`src/hdl/cbm_pkg.sv`:
```
`timescale 1ns / 1ps

package cbm_pkg;

    // request kinds
    localparam logic [1:0] REQ_WRITE = 2'd0;
    localparam logic [1:0] REQ_PRG   = 2'd1;
    localparam logic [1:0] REQ_CHR   = 2'd2;

    // CPU write decode
    localparam logic [15:0] ADDR_BANK_SEL  = 16'h8000;
    localparam logic [15:0] ADDR_BANK_DATA = 16'h8001;
    localparam logic [15:0] ADDR_MIRROR    = 16'hC000;

    // configuration register indexes
    localparam logic CFG_PRG_SIZE = 1'b0;
    localparam logic CFG_CHR_SIZE = 1'b1;

    localparam logic [7:0] CFG_PRG_SIZE_RST = 8'd2;
    localparam logic [7:0] CFG_CHR_SIZE_RST = 8'd1;

    // bank select codes
    localparam logic [2:0] SEL_PAIR_LAST = 3'd1;
    localparam logic [2:0] SEL_PRG_FIRST = 3'd6;

    localparam logic [7:0] PAIR_MASK       = 8'hFE;
    localparam logic [8:0] CHR_BANK_OFFSET = 9'h040;

    localparam int CHR_SLOTS = 8;
    localparam int PRG_SLOTS = 2;

    // restoring remainder: one dividend bit per cycle
    localparam int DVD_W     = 9;
    localparam int DVS_W     = 11;
    localparam int CNT_W     = $clog2(DVD_W);
    localparam logic [CNT_W-1:0] DIV_LAST = CNT_W'(DVD_W - 1);

    typedef enum logic [4:0] {
        ST_IDLE   = 5'b00001,
        ST_EXEC   = 5'b00010,
        ST_DIV    = 5'b00100,
        ST_COMMIT = 5'b01000,
        ST_RESP   = 5'b10000
    } state_t;

    typedef struct packed {
        logic capture;
        logic exec;
        logic div_step;
        logic div_commit;
        logic load_out;
    } cmd_t;

    typedef struct packed {
        logic need_div;
        logic div_last;
        logic out_free;
    } sts_t;

endpackage

```
`src/hdl/cbm_ctrl.sv`:
```
`timescale 1ns / 1ps

module cbm_ctrl (
    input  logic          aclk,
    input  logic          aresetn,
    input  logic          s_valid,
    output logic          s_ready,
    input  cbm_pkg::sts_t sts,
    output cbm_pkg::cmd_t cmd
);
    import cbm_pkg::*;

    state_t state_reg, state_next;

    always_ff @(posedge aclk) begin
        if (!aresetn) begin
            state_reg <= ST_IDLE;
        end else begin
            state_reg <= state_next;
        end
    end

    always_comb begin
        state_next = state_reg;
        cmd        = '0;
        s_ready    = 1'b0;
        case (state_reg)
            ST_IDLE: begin
                s_ready = 1'b1;
                if (s_valid) begin
                    cmd.capture = 1'b1;
                    state_next  = ST_EXEC;
                end
            end
            ST_EXEC: begin
                cmd.exec   = 1'b1;
                state_next = sts.need_div ? ST_DIV : ST_RESP;
            end
            ST_DIV: begin
                cmd.div_step = 1'b1;
                if (sts.div_last) begin
                    state_next = ST_COMMIT;
                end
            end
            ST_COMMIT: begin
                cmd.div_commit = 1'b1;
                state_next     = ST_RESP;
            end
            ST_RESP: begin
                if (sts.out_free) begin
                    cmd.load_out = 1'b1;
                    state_next   = ST_IDLE;
                end
            end
            default: begin
                state_next = ST_IDLE;
            end
        endcase
    end

endmodule

```
`src/hdl/cbm_dp.sv`:
```
`timescale 1ns / 1ps

module cbm_dp (
    input  logic          aclk,
    input  logic          aresetn,
    input  logic          cfg_wr_en,
    input  logic          cfg_index,
    input  logic [7:0]    cfg_wdata,
    input  logic [1:0]    s_req_type,
    input  logic [15:0]   s_address,
    input  logic [7:0]    s_write_data,
    input  cbm_pkg::cmd_t cmd,
    output cbm_pkg::sts_t sts,
    output logic          m_valid,
    input  logic          m_ready,
    output logic [21:0]   m_rom_offset,
    output logic          m_mirror_select
);
    import cbm_pkg::*;

    logic [7:0]  prg_size_reg;
    logic [7:0]  chr_size_reg;
    logic [1:0]  req_reg;
    logic [15:0] addr_reg;
    logic [7:0]  data_reg;
    logic [2:0]  bank_sel_reg;
    logic        mirror_reg;
    logic [8:0]  chr_pages_reg [CHR_SLOTS];
    logic [7:0]  prg_pages_reg [PRG_SLOTS];

    logic [DVD_W-1:0] dvd_reg;
    logic [DVS_W-1:0] dvs_reg;
    logic [DVS_W-1:0] rem_reg;
    logic [CNT_W-1:0] cnt_reg;

    logic        m_valid_reg;
    logic [21:0] offset_reg;
    logic        mirror_out_reg;

    logic [7:0]       prg_units;
    logic             is_bank_write;
    logic             sel_prg;
    logic             sel_pair;
    logic [DVS_W-1:0] dvs_init;
    logic [DVD_W-1:0] dvd_init;
    logic [DVS_W:0]   shifted;
    logic [DVS_W-1:0] rem_next;
    logic [1:0]       prg_slot;
    logic [8:0]       prg_page;
    logic [21:0]      prg_offset;
    logic [21:0]      chr_offset;
    logic [21:0]      rd_offset;
    logic [2:0]       chr_lo_idx;
    logic [2:0]       chr_hi_idx;
    logic [2:0]       chr_one_idx;

    // size zero counts as one 16KB unit
    assign prg_units     = (prg_size_reg == 8'd0) ? 8'd1 : prg_size_reg;
    assign is_bank_write = (req_reg == REQ_WRITE) && (addr_reg == ADDR_BANK_DATA);
    assign sel_prg       = bank_sel_reg >= SEL_PRG_FIRST;
    assign sel_pair      = bank_sel_reg <= SEL_PAIR_LAST;

    assign dvs_init = sel_prg ? {2'b00, prg_units, 1'b0} : {chr_size_reg, 3'b000};

    always_comb begin
        if (sel_prg) begin
            dvd_init = {1'b0, data_reg};
        end else if (sel_pair) begin
            dvd_init = {1'b0, data_reg & PAIR_MASK};
        end else begin
            dvd_init = {1'b0, data_reg} + CHR_BANK_OFFSET;
        end
    end

    assign shifted  = {rem_reg, dvd_reg[DVD_W-1]};
    assign rem_next = (shifted >= {1'b0, dvs_reg}) ? DVS_W'(shifted - {1'b0, dvs_reg})
                                                   : shifted[DVS_W-1:0];

    // pair base is even and the divisor is a multiple of 8, so base+1 never wraps
    assign chr_lo_idx  = {1'b0, bank_sel_reg[0], 1'b0};
    assign chr_hi_idx  = {1'b0, bank_sel_reg[0], 1'b1};
    assign chr_one_idx = bank_sel_reg + 3'd2;

    // last two program slots map to the final two 8KB pages
    assign prg_slot   = addr_reg[14:13];
    assign prg_page   = prg_slot[1] ? {prg_units - 8'd1, prg_slot[0]}
                                    : {1'b0, prg_pages_reg[prg_slot[0]]};
    assign prg_offset = {prg_page, addr_reg[12:0]};
    assign chr_offset = {3'b000, chr_pages_reg[addr_reg[12:10]], addr_reg[9:0]};

    always_comb begin
        case (req_reg)
            REQ_PRG: rd_offset = addr_reg[15] ? prg_offset : 22'd0;
            REQ_CHR: rd_offset = chr_offset;
            default: rd_offset = 22'd0;
        endcase
    end

    assign sts.need_div = is_bank_write && (sel_prg || (chr_size_reg != 8'd0));
    assign sts.div_last = cnt_reg == DIV_LAST;
    assign sts.out_free = !m_valid_reg || m_ready;

    always_ff @(posedge aclk) begin
        if (!aresetn) begin
            prg_size_reg <= CFG_PRG_SIZE_RST;
            chr_size_reg <= CFG_CHR_SIZE_RST;
            bank_sel_reg <= 3'd0;
            mirror_reg   <= 1'b0;
            cnt_reg      <= '0;
            m_valid_reg  <= 1'b0;
            for (int i = 0; i < CHR_SLOTS; i++) begin
                chr_pages_reg[i] <= 9'(i);
            end
            for (int i = 0; i < PRG_SLOTS; i++) begin
                prg_pages_reg[i] <= 8'(i);
            end
        end else begin
            if (cfg_wr_en) begin
                case (cfg_index)
                    CFG_PRG_SIZE: prg_size_reg <= cfg_wdata;
                    CFG_CHR_SIZE: chr_size_reg <= cfg_wdata;
                    default: ;
                endcase
            end
            if (cmd.exec && req_reg == REQ_WRITE) begin
                if (addr_reg == ADDR_BANK_SEL) begin
                    bank_sel_reg <= data_reg[2:0];
                end else if (addr_reg == ADDR_MIRROR) begin
                    mirror_reg <= |data_reg;
                end
            end
            if (cmd.exec) begin
                cnt_reg <= '0;
            end else if (cmd.div_step) begin
                cnt_reg <= cnt_reg + 1'b1;
            end
            if (cmd.div_commit) begin
                if (sel_prg) begin
                    prg_pages_reg[bank_sel_reg[0]] <= rem_reg[7:0];
                end else if (sel_pair) begin
                    chr_pages_reg[chr_lo_idx] <= rem_reg[8:0];
                    chr_pages_reg[chr_hi_idx] <= rem_reg[8:0] | 9'd1;
                end else begin
                    chr_pages_reg[chr_one_idx] <= rem_reg[8:0];
                end
            end
            if (cmd.load_out) begin
                m_valid_reg <= 1'b1;
            end else if (m_ready) begin
                m_valid_reg <= 1'b0;
            end
        end
    end

    always_ff @(posedge aclk) begin
        if (cmd.capture) begin
            req_reg  <= s_req_type;
            addr_reg <= s_address;
            data_reg <= s_write_data;
        end
        if (cmd.exec) begin
            dvd_reg <= dvd_init;
            dvs_reg <= dvs_init;
            rem_reg <= '0;
        end else if (cmd.div_step) begin
            dvd_reg <= {dvd_reg[DVD_W-2:0], 1'b0};
            rem_reg <= rem_next;
        end
        if (cmd.load_out) begin
            offset_reg     <= rd_offset;
            mirror_out_reg <= mirror_reg;
        end
    end

    assign m_valid         = m_valid_reg;
    assign m_rom_offset    = offset_reg;
    assign m_mirror_select = mirror_out_reg;

endmodule

```
`src/hdl/cartridge_bank_mapper.sv`:
```
`timescale 1ns / 1ps

// channel   dir  handshake              payload
// s_        in   s_valid / s_ready      s_req_type, s_address, s_write_data
// m_        out  m_valid / m_ready      m_rom_offset, m_mirror_select
// cfg       in   cfg_wr_en              cfg_index, cfg_wdata
//
// One word at a time; reads and plain writes pass through accept, execute and
// load result, and m_valid is registered at the load-result step. A bank data
// write (0x8001) adds the 9-step restoring remainder and a commit between
// execute and load result (a character load with no character ROM skips both).
// Reset is synchronous, active low; it restores the size registers and all banks.
// A new word is taken while the previous result still waits on m_ready; the
// controller then holds in its response state until the output register frees.

module cartridge_bank_mapper (
    input  logic        aclk,
    input  logic        aresetn,
    input  logic        cfg_wr_en,
    input  logic        cfg_index,
    input  logic [7:0]  cfg_wdata,
    input  logic        s_valid,
    output logic        s_ready,
    input  logic [1:0]  s_req_type,
    input  logic [15:0] s_address,
    input  logic [7:0]  s_write_data,
    output logic        m_valid,
    input  logic        m_ready,
    output logic [21:0] m_rom_offset,
    output logic        m_mirror_select
);
    import cbm_pkg::*;

    cmd_t cmd;
    sts_t sts;

    // sequencer: accept, execute, optional remainder loop, commit, respond
    cbm_ctrl u_ctrl (
        .aclk    (aclk),
        .aresetn (aresetn),
        .s_valid (s_valid),
        .s_ready (s_ready),
        .sts     (sts),
        .cmd     (cmd)
    );

    // bank registers, remainder unit, address translation, output register
    cbm_dp u_dp (
        .aclk            (aclk),
        .aresetn         (aresetn),
        .cfg_wr_en       (cfg_wr_en),
        .cfg_index       (cfg_index),
        .cfg_wdata       (cfg_wdata),
        .s_req_type      (s_req_type),
        .s_address       (s_address),
        .s_write_data    (s_write_data),
        .cmd             (cmd),
        .sts             (sts),
        .m_valid         (m_valid),
        .m_ready         (m_ready),
        .m_rom_offset    (m_rom_offset),
        .m_mirror_select (m_mirror_select)
    );

    // a word is executed in the cycle right after it was captured
    a_exec_after_capture: assert property (@(posedge aclk) disable iff (!aresetn)
        cmd.exec |-> $past(cmd.capture))
        else $error("execute without a captured word");

    // bank commit only follows the last remainder step
    a_commit_after_div: assert property (@(posedge aclk) disable iff (!aresetn)
        cmd.div_commit |-> $past(cmd.div_step && sts.div_last))
        else $error("bank commit before remainder finished");

    // a result never overwrites one still waiting downstream
    a_no_overwrite: assert property (@(posedge aclk) disable iff (!aresetn)
        cmd.load_out |-> (!m_valid || m_ready))
        else $error("output register overwritten");

    // input is closed for the cycle after an accept
    a_one_word: assert property (@(posedge aclk) disable iff (!aresetn)
        (s_valid && s_ready) |=> !s_ready)
        else $error("second word taken while busy");

endmodule

```
`config.mk`:
```
export PLATFORM = sky130hd
export DESIGN_NAME = cartridge_bank_mapper
export DESIGN_NICKNAME = d
export VERILOG_FILES = /design/src/hdl/cbm_pkg.sv /design/src/hdl/cbm_ctrl.sv /design/src/hdl/cbm_dp.sv /design/src/hdl/cartridge_bank_mapper.sv
export SDC_FILE = /design/constraint.sdc
export NUM_CORES = 1
export LEC_CHECK = 0
export ABC_AREA = 1
export BUFFER_PORTS_ARGS = -buffer_cell sky130_fd_sc_hd__buf_2
export CORE_ASPECT_RATIO = 1.1
export CORE_UTILIZATION = 55
export CTS_CLUSTER_SIZE = 14
export DETAILED_ROUTE_END_ITERATION = 10
export PLACE_DENSITY_LB_ADDON = 0.2
export SYNTH_ARGS = -nofsm -noshare
export SYNTH_HDL_FRONTEND = slang
export SYNTH_SLANG_ARGS = --single-unit
```
`constraint.sdc`:
```
create_clock -name aclk -period 2.11 [get_ports aclk]
set_clock_uncertainty 0.2 [all_clocks]
set_input_delay 0.1055 -clock aclk [delete_from_list [all_inputs] [get_ports aclk]]
set_output_delay 0.1055 -clock aclk [all_outputs]
set_load 0.03 [all_outputs]
```
==> impl_metrics.tcl <==
set metrics [dict create \
    cp_slowest_cell "dfxtp_1" \
    critPathBufInv 2 \
    critPathTopFamily "simple AND/OR/NAND/NOR gates" \
    hold_class "input port to register" \
    firstDrtPassIters 6 \
    clockBufferDepth 3 \
    htree_num_levels 1 \
    synth_seq_cells 201 \
    yosys_warnings 0 \
    fp.dieH_um 138.5 \
    synth_area_leaders "edfxtp_1 50%, dfxtp_1 9.7%, nor2_1 7.1%, nand2_1 6.8%, o21ai_0 4.3%" \
    min_to "u_dp.addr_reg[8]" \
    cpMostUsedCell "nand2_1" \
    routabilityCongestion 0.8342 \
    clk_pin_slew_ps 60 \
    viasPerCell 5.466 \
    seq_area_frac_synth_pct 59.91 \
    maxCapViolCount 0 \
    final_layout_size_suffix_gt1_share_pct 18.43 \
    syn_inst 984 \
    antenna_found_initial 0 \
    boundaryPins 65 \
    crit_type "register to register" \
    synthArstFlopShare_pct 0 \
    drtIter0Drc 653 \
    rsz0062_at_grt "yes" \
    numCtsBuffers 21 \
    grt.total_usage_pct 26.66 \
    synth_edf_count 156 \
    syn_avg_cell_area_um2 9.474 \
    cts_tree "done" \
    synth_top_area_share_pct 50.25 \
    leakage_nw 4.524 \
    outcome "finished, final reports clean" \
    grt_pass1_wl_um 36140 \
    antennaDiodeCount 0 \
    critPathArrivalTime_ps 2170 \
    clockRootBuffer "clkbuf_16" \
    tightest_slew_ps 567.6 \
    endpoint_kind "register" \
    syn_area_mm2 0.009323 \
    ant_nets 0 \
    synth_top_area_cell "edfxtp_1" \
    worstSkewPairLatency_ps 510 \
    rr_endpoint "u_dp.m_rom_offset[18]" \
    wl_um 23050 \
    min_period_over_period_pct 95.93 \
    fp.dieW_um 126.1 \
    post-dp-hpwl_um 15070 \
    synth_flop_cell "edfxtp_1" \
    detail_route.wl_per_cell_um 17.09 \
    p_total_mw 9.985 \
    hold_slack_ps 111.6 \
    drc 0 \
    final_nets 1189 \
    report.final.slew_viol_count 0 \
    reg2regPathDepth 12 \
    grt_max_degree 37 \
    final_cell_area_mm2 0.01130 \
    core_area_mm2 0.01649 \
    final.setup.tns_ps 0 \
    nFillCells 1254 \
    ys_types 43 \
    port_buffers 64 \
    fmax_mhz 494.0 \
    power_density_mw_per_mm2 884.0 \
    hold_depth 2 \
    min_from "s_address[8]" \
    setup_viol 0 \
    final_util_pct 68.49 \
    path_cells "inv_1 -> nand2_1 -> nor2_2 -> nand2_1 -> nand2_1 -> inv_1 -> ha_2 -> nand2_2 -> a21oi_1 -> o21ai_0 -> nand3_1 -> a21oi_1" \
    crit_required_ps 2250 \
    dpl_cell_area_mm2 0.01011 \
    cp-start-kind "register" \
    grt_pass1_vias 7094 \
    initial_core_util_pct 56.53 \
    finalHoldViolations 0 \
    slew_headroom_pct 62.12 \
    cp_max_fo 4 \
    r2r_setup_slack_ps 90 \
    slowest_delay_ps 320 \
    grt-ovfl-total 0 \
    dieArea_mm2 0.01748 \
    largest_reg_flops 72 \
    area_growth_pct 21.16 \
    rows 49 \
    vias 7374 \
    fin_crit_ps 2024 \
    r2r_start "u_dp.prg_size_reg[3]" \
    clkSinkCount 201 \
    ir_drop_uv 932.5 \
]
-- layer usage --
metal  wire, µm  part of all wire, %  global-route usage (%)
met1       9321                   40                   34.01
met2      11750                   51                   46.38
met3       1295                  5.6                   3.241
met4        691                  3.0                   10.34
met5          0                    0                       0
-- synthesized netlist by cell type (all sizes together) (2+ instances only) --
cell / instances
a21oi: 29
a31oi: 2
and2: 2
and3: 2
buf: 16
clkbuf: 14
clkinv: 6
dfxtp: 45
edfxtp: 156
ha: 18
inv: 116
nand2: 177
nand3: 50
nand3b: 2
nand4: 16
nor2: 206
nor3: 6
o211ai: 20
o21ai: 85
o22ai: 3
o31ai: 2
xnor2: 3
xor2: 2
-- how the worst max path moves through the flow --
stage | end | from | cells after the start
6_report | u_dp.m_rom_offset[18] | u_dp.prg_size_reg[3] | 12
5_1_grt | u_dp.m_rom_offset[18] | u_dp.prg_size_reg[3] | 12
4_1_cts | u_dp.chr_pages_reg[4][5] | u_ctrl.state_reg[3] | 8
3_5_place_dp | u_dp.rem_reg[7] | u_dp.rem_reg[0] | 10
3_3_place_gp | u_dp.m_rom_offset[20] | u_dp.req_reg[0] | 8
2_1_floorplan | u_dp.rem_reg[7] | u_dp.rem_reg[0] | 10
-- where the power goes --
part	switching, mW	internal [mW]	total (mW)
Sequential	0.145	4.52	4.66
Combinational	1.12	0.613	1.74
Clock	1.51	2.08	3.59
Total	2.78	7.21	9.99
-- cells in the final DEF, fill, tap and decap left out, drive strengths merged, types with 20 or more instances in the layout --
cell,n
o21ai,85
nand3,51
dfxtp,45
a21oi,29
buf,105
clkbuf,31
nor2,206
inv,117
dlygate4sd3,46
nand2,177
o211ai,20
edfxtp,156
-- cells by family after synthesis --
family | synth area share [%]
AO/OA/AOI/OAI | 8.428
XOR/XNOR | 0.4698
adder cells (fa/ha/maj) | 2.631
buffers and inverters | 6.630
flip-flops | 59.91
multiplexers | 0.1074
other | 0.04022
AND/OR/NAND/NOR | 21.78
-- per-stage QoR --
| step | cells | setup WS, ps |
|---|---|---|
| after floorplan | 985 | 27.36 |
| after global placement | 1263 | 65.71 |
| after detailed placement | 1263 | 47.47 |
| after CTS | 1347 | 7.693 |
| after global routing | 1349 | -46.30 |
| final | 1349 | 85.89 |
-- what timing repair did --
action / in CTS / in global routing
resized for setup: 0 / 18
buffers inserted: 0 / 1
hold buffers: 46 / 0
endpoints found under the setup margin: 0 / 46
endpoints found under the hold margin: 60 / 0
-- area by class of cell --
type / instances / area [µm²] / share of cell area (%)
repair buffers: 151 / 1151 / 10.19
clock inverters: 7 / 66.31 / 0.5871
clock buffers: 31 / 593.1 / 5.250
inverters: 122 / 461.7 / 4.087
well taps: 204 / 255.2 / 2.260
multi-input cells: 633 / 3178 / 28.13
flip-flops and latches: 201 / 5590 / 49.49
No activity file was read; power rests on OpenSTA's default activity.
